## config.mk

```make
export PLATFORM = sky130hd
export DESIGN_NAME = udprr_ram
export DESIGN_NICKNAME = d
export VERILOG_FILES = /design/src/hw/rtl/udprr_ram.sv
export SDC_FILE = /design/constraint.sdc
export NUM_CORES = 1
export LEC_CHECK = 0
export BUFFER_PORTS_ARGS = -buffer_cell sky130_fd_sc_hd__clkbuf_2
export CORE_MARGIN = 8
export CORE_UTILIZATION = 55
export DETAILED_ROUTE_END_ITERATION = 16
export GPL_TIMING_DRIVEN = 1
export PLACE_DENSITY = 0.81
export SLEW_MARGIN = 20
export SYNTH_ARGS = -nofsm -noshare
export SYNTH_HDL_FRONTEND = slang
export SYNTH_SLANG_ARGS = --single-unit
```

## constraint.sdc

```tcl
create_clock -name clk -period 3.1 [get_ports clk]
set_input_delay 0.62 -clock clk [delete_from_list [all_inputs] [get_ports clk]]
set_output_delay 0.62 -clock clk [all_outputs]
set_load 0.05 [all_outputs]
```

## src/hw/rtl/udprr_ram.sv

```systemverilog
`default_nettype none
// ----------------------------------------------------------------------------
// udprr_ram
// Generic single-write, single-read RAM with registered read data.
// ----------------------------------------------------------------------------
module udprr_ram #(
  parameter int WIDTH  = 8,
  parameter int DEPTH  = 64,
  parameter int ADDR_W = (DEPTH > 1) ? $clog2(DEPTH) : 1
) (
  input  wire logic              clk,
  input  wire logic              we,
  input  wire logic [ADDR_W-1:0] waddr,
  input  wire logic [WIDTH-1:0]  wdata,
  input  wire logic              re,
  input  wire logic [ADDR_W-1:0] raddr,
  output logic      [WIDTH-1:0]  rdata
);

  logic [WIDTH-1:0] mem [DEPTH];

  always_ff @(posedge clk) begin
    if (we) begin
      mem[waddr] <= wdata;
    end
    if (re) begin
      rdata <= mem[raddr];
    end
  end

endmodule
`default_nettype wire

```

Yosys cells after proc, flatten, opt, wreduce, memory -nomap -nowiden --
Memory sizes are Yosys's and may differ from the RTL's. A register that Yosys moved wholly into a read port is not among the register bits. Cells that the tools add are included.
Storage, ports and cells: register bits after elaboration 0, memory bits (writable) 512, input port bits 23, output and inout port bits 8, logic and storage cells 3, memories 1
Cells by class: muxes and demuxes 2
Memories:
- mem | depth 64, bits a word 8, rd ports 1, clocked after Yosys merged registers in 1, wr ports 1, line 20 | logic [WIDTH-1:0] mem [DEPTH];
Operators with widths (number):
- two-way mux 1 bit | 2

Logic depth before layout (Yosys ltp) --
word-level depth 2, gate-level depth with buffers 9, depth with buffers taken out 5

Least setup slack after synthesis --
Ideal clock, no wire load.
path kind input port to flip-flop, from input port raddr[1], to register rdata[3], read port of mem (data pin), library setup time 0.266 ns, data arrival time 2.160 ns, required time 2.834 ns, slack 0.674 ns, stages 7, path buffers 3, cells stage by stage buf_4 buf_2 buf_2 mux4_2 mux4_2 o21ai_1 o41ai_1
RTL lines:
- from (decl) | line 16 | input wire logic [ADDR_W-1:0] raddr,
- to (decl) | line 17 | output logic [WIDTH-1:0] rdata

==> results by stage <==
Run status:
- The run finished with clean final reports.

Global routing:
- Entering global routing, the biggest net connects 65 pins.
- The number of global-route vias before repair was 10519.
- The total congestion overflow after global routing is 0.
- In the global route stage, overall resource usage came out at around a fifth.
- The first global-routing pass estimated 67.2 mm of wire.
- The number of antenna violations at the first check in global routing is 3.

Pwr:
- The worst-case vdd ir drop is 446 uV.
- The standby leakage power is 7.36 nW.
- Dividing total power by cell area gives a power density of 610 nW/um2.

Clock network:
- The later pin in the worst-skew pair is clocked with a latency of around 0.57 ns.
- TritonCTS built the clock tree.
- The count of buffers added by post-CTS timing repair for setup is 0.
- The number of buffers added to fix hold violations after cts is 0.
- The clock-pin slew on the worst setup and hold paths is roughly 0.06 ns.
- The maximum count of clock buffers along a single path is 3.
- The sink count of the clock tree is 520.
- The level count of the clock H-tree is 2.
- The root cell of the clock tree is sky130_fd_sc_hd__clkbuf_16.
- In this run, post-CTS repair resized a total of 0 instances.
- The number of clock buffers inserted by TritonCTS is between 40 and 50.

STA:
- The fraction of the cycle the final worst path needs is roughly 85%.
- The final count of hold timing violations is 0.
- The final count of pins violating max slew is 0.
- The final clock skew is roughly 0.024 ns.
- Setup repair after global routing left no endpoint under its margin.
- The setup slack of the critical path after layout is 0.479 ns.
- The maximum operating frequency is roughly 0.38 GHz.
- The final critical delay including setup and external delays is 2.62 ns.
- Setup violations remaining at the end of the flow were counted as 0.
- For the pin with the worst max-slew slack, the measured transition is ~0.98 ns.
- The worst max-slew margin expressed relative to the limit is between 30 and 40%.

Routing:
- The count of TritonRoute iterations in the first routing pass is 7.
- In the routed design, unresolved DRC markers number 0.
- The count of nets left with antenna violations after detail routing is 0.
- In the final routed layout, each cell accounts on average for between 20 and 30 um.
- The detail-routed via count per cell is 6.46.
- The total detailed-routing wirelength is 44.7 mm.
- The initial DRC count is 1216.
- Across all layers, the routed design uses between 10000 and 15000 vias.

Worst setup path:
- The required time of the critical path is around 3.4 ns.
- The worst setup path is launched from an input port.
- The worst setup path is captured at a register.
- The worst setup path is of the in2reg kind.
- The worst path arrival time is 2.91 ns.
- The largest fanout on the critical path is 21.

Final layout:
- From synthesis to final layout, the design area changed by 13.3%.
- The count of nets after finishing is approximately 1100.
- The fraction of final layout cells sized beyond drive strength 1 is about 30%.
- The core occupancy in the finished layout is between 60% and 70%.
- The antenna diode instance count is 0.

Yosys:
- The cell count after synthesis is 940.
- During synthesis, Yosys emitted a total of 0 warnings.
- The count of different cell masters after synthesis is 39.
- The area share of the largest cell type after synthesis is 77.1%.
- The most frequently used flop master after synthesis is sky130_fd_sc_hd__edfxtp_1.
- The biggest area consumer among synthesized cells is sky130_fd_sc_hd__edfxtp_1.
- By count the netlist is led by sky130_fd_sc_hd__edfxtp_1, sky130_fd_sc_hd__mux4_2, sky130_fd_sc_hd__nor2_1.
- Of all flip-flops after synthesis, the portion carrying an async set or reset was 0%.
- Sequential elements use ~77% of the synthesized area.
- A synthesized cell averages ~22 um2.
- In the post-synthesis netlist, the biggest area contributors are sky130_fd_sc_hd__edfxtp_1, sky130_fd_sc_hd__mux4_2, sky130_fd_sc_hd__nor2_1, sky130_fd_sc_hd__mux2i_1, sky130_fd_sc_hd__mux2_2.
- The net count after synthesis is approximately 960.
- Counting flops with a built-in enable in the synthesized netlist gives 520.
- Among all cell types in the netlist, the one instantiated most often is sky130_fd_sc_hd__edfxtp_1.
- The number of flip-flops and latches in the synthesized netlist is 520.
- The synthesized netlist occupies a cell area of 20200 um2.

Flow run:
- The number of max-cap violations is 0.

Placement:
- At the end of routability-driven placement, the weighted congestion stood at 0.793.
- The placed wire-length estimate is 27.6 mm.
- The count of input and output buffers is 30.
- At the placement stage, the worst setup path has a slack of -0.127 ns.

Floorplan:
- The die is between 200 and 250 um tall.
- The area enclosed by the die boundary is 43200 um2.
- The chip width is about 210 um.
- The top-level I/O count is 31.
- The total area inside the core boundary comes to ~36000 um2.
- The starting density of the core is approximately 56%.
- The placement row count is 70.

Min path:
- The worst hold-check path type is in2reg.
==> final cells by class <==
type                            instances  area, um2
Tap cell                              468        586
Timing Repair Buffer                  134       1010
Clock inverter                         30        170
Multi-Input combinational cell        369       4320
Fill cell                            2316      13500
Clock buffer                           56       1250
Sequential cell                       520      15600
==> worst paths after layout <==
kind                              from            endpoint  slack (ns)  cells after the start
hold / removal                      re  rdata[2]$_DFFE_PP_        0.54                      1
hold reg to reg   mem[23][0]$_DFFE_PP_  rdata[0]$_DFFE_PP_        0.92                      4
setup reg to reg   mem[3][3]$_DFFE_PP_  rdata[3]$_DFFE_PP_        0.76                      4
setup / recovery              raddr[0]  rdata[3]$_DFFE_PP_        0.48                      6
==> power breakdown <==
part	internal (mW)	switching, mW	leakage (nW)
sequential	7.80	0.0215	4.69
combinational	0.291	0.475	1.97
clock	2.96	2.44	0.704
==> metal layers <==
layer | track usage, % | routed length (um) | up-vias
li1 | - | - | 4189
met1 | 27.9 | 16600 | 5213
met2 | 33.4 | 21700 | 678
met3 | 4.33 | 4740 | 106
met4 | 7.93 | 1560 | 6
met5 | 0 | 41 | -
==> stage by stage <==
| step | TNS [ns] | instances | hold slack (ns) | instance area (um2) | power, mW |
|---|---|---|---|---|---|
| 3_5_place_dp | -0.127 | 1491 | 0.915 | 21500 | 8.73 |
| 4_1_cts | 0 | 1577 | 0.512 | 22900 | 14.0 |
| 6_report | 0 | 1577 | 0.537 | 22900 | 14.0 |
| 5_1_grt | 0 | 1577 | 0.521 | 22900 | 14.3 |
| 2_1_floorplan | 0 | 940 | 0.719 | 20200 | 8.41 |
| 3_3_place_gp | -0.0764 | 1491 | 0.888 | 21500 | 8.71 |
==> flip-flops by register name, indices dropped and copies added, names as in the netlist <==
name   flops
rdata      8
mem      512
==> critical path, cell delays in order <==
cell	delay, ns
sky130_fd_sc_hd__clkbuf_8	0.30
sky130_fd_sc_hd__buf_12	0.24
sky130_fd_sc_hd__mux4_2	0.56
sky130_fd_sc_hd__nor2b_1	0.15
sky130_fd_sc_hd__a2111oi_0	0.88
sky130_fd_sc_hd__o41ai_1	0.15
==> cell usage in the layout (no fill, tap or decap), drive strengths merged, types with 4 or more instances in the layout <==
| master | count |
|---|---|
| a211oi | 4 |
| nand2 | 19 |
| nor2 | 83 |
| nor3 | 7 |
| nand2b | 7 |
| clkbuf | 84 |
| nor2b | 14 |
| clkinv | 27 |
| a221oi | 6 |
| mux2i | 23 |
| mux2 | 13 |
| mux4 | 126 |
| o221ai | 8 |
| nand3 | 13 |
| o22ai | 8 |
| buf | 106 |
| o21ai | 4 |
| edfxtp | 520 |
==> cell families after synthesis <==
group / count (synthesis) / synth area share, %
simple gates: 153 / 3.37
flops: 520 / 77.1
buf+inv: 51 / 1.56
compound gates: 54 / 2.06
mux: 162 / 15.9
No activity file was read; power rests on OpenSTA's default activity.
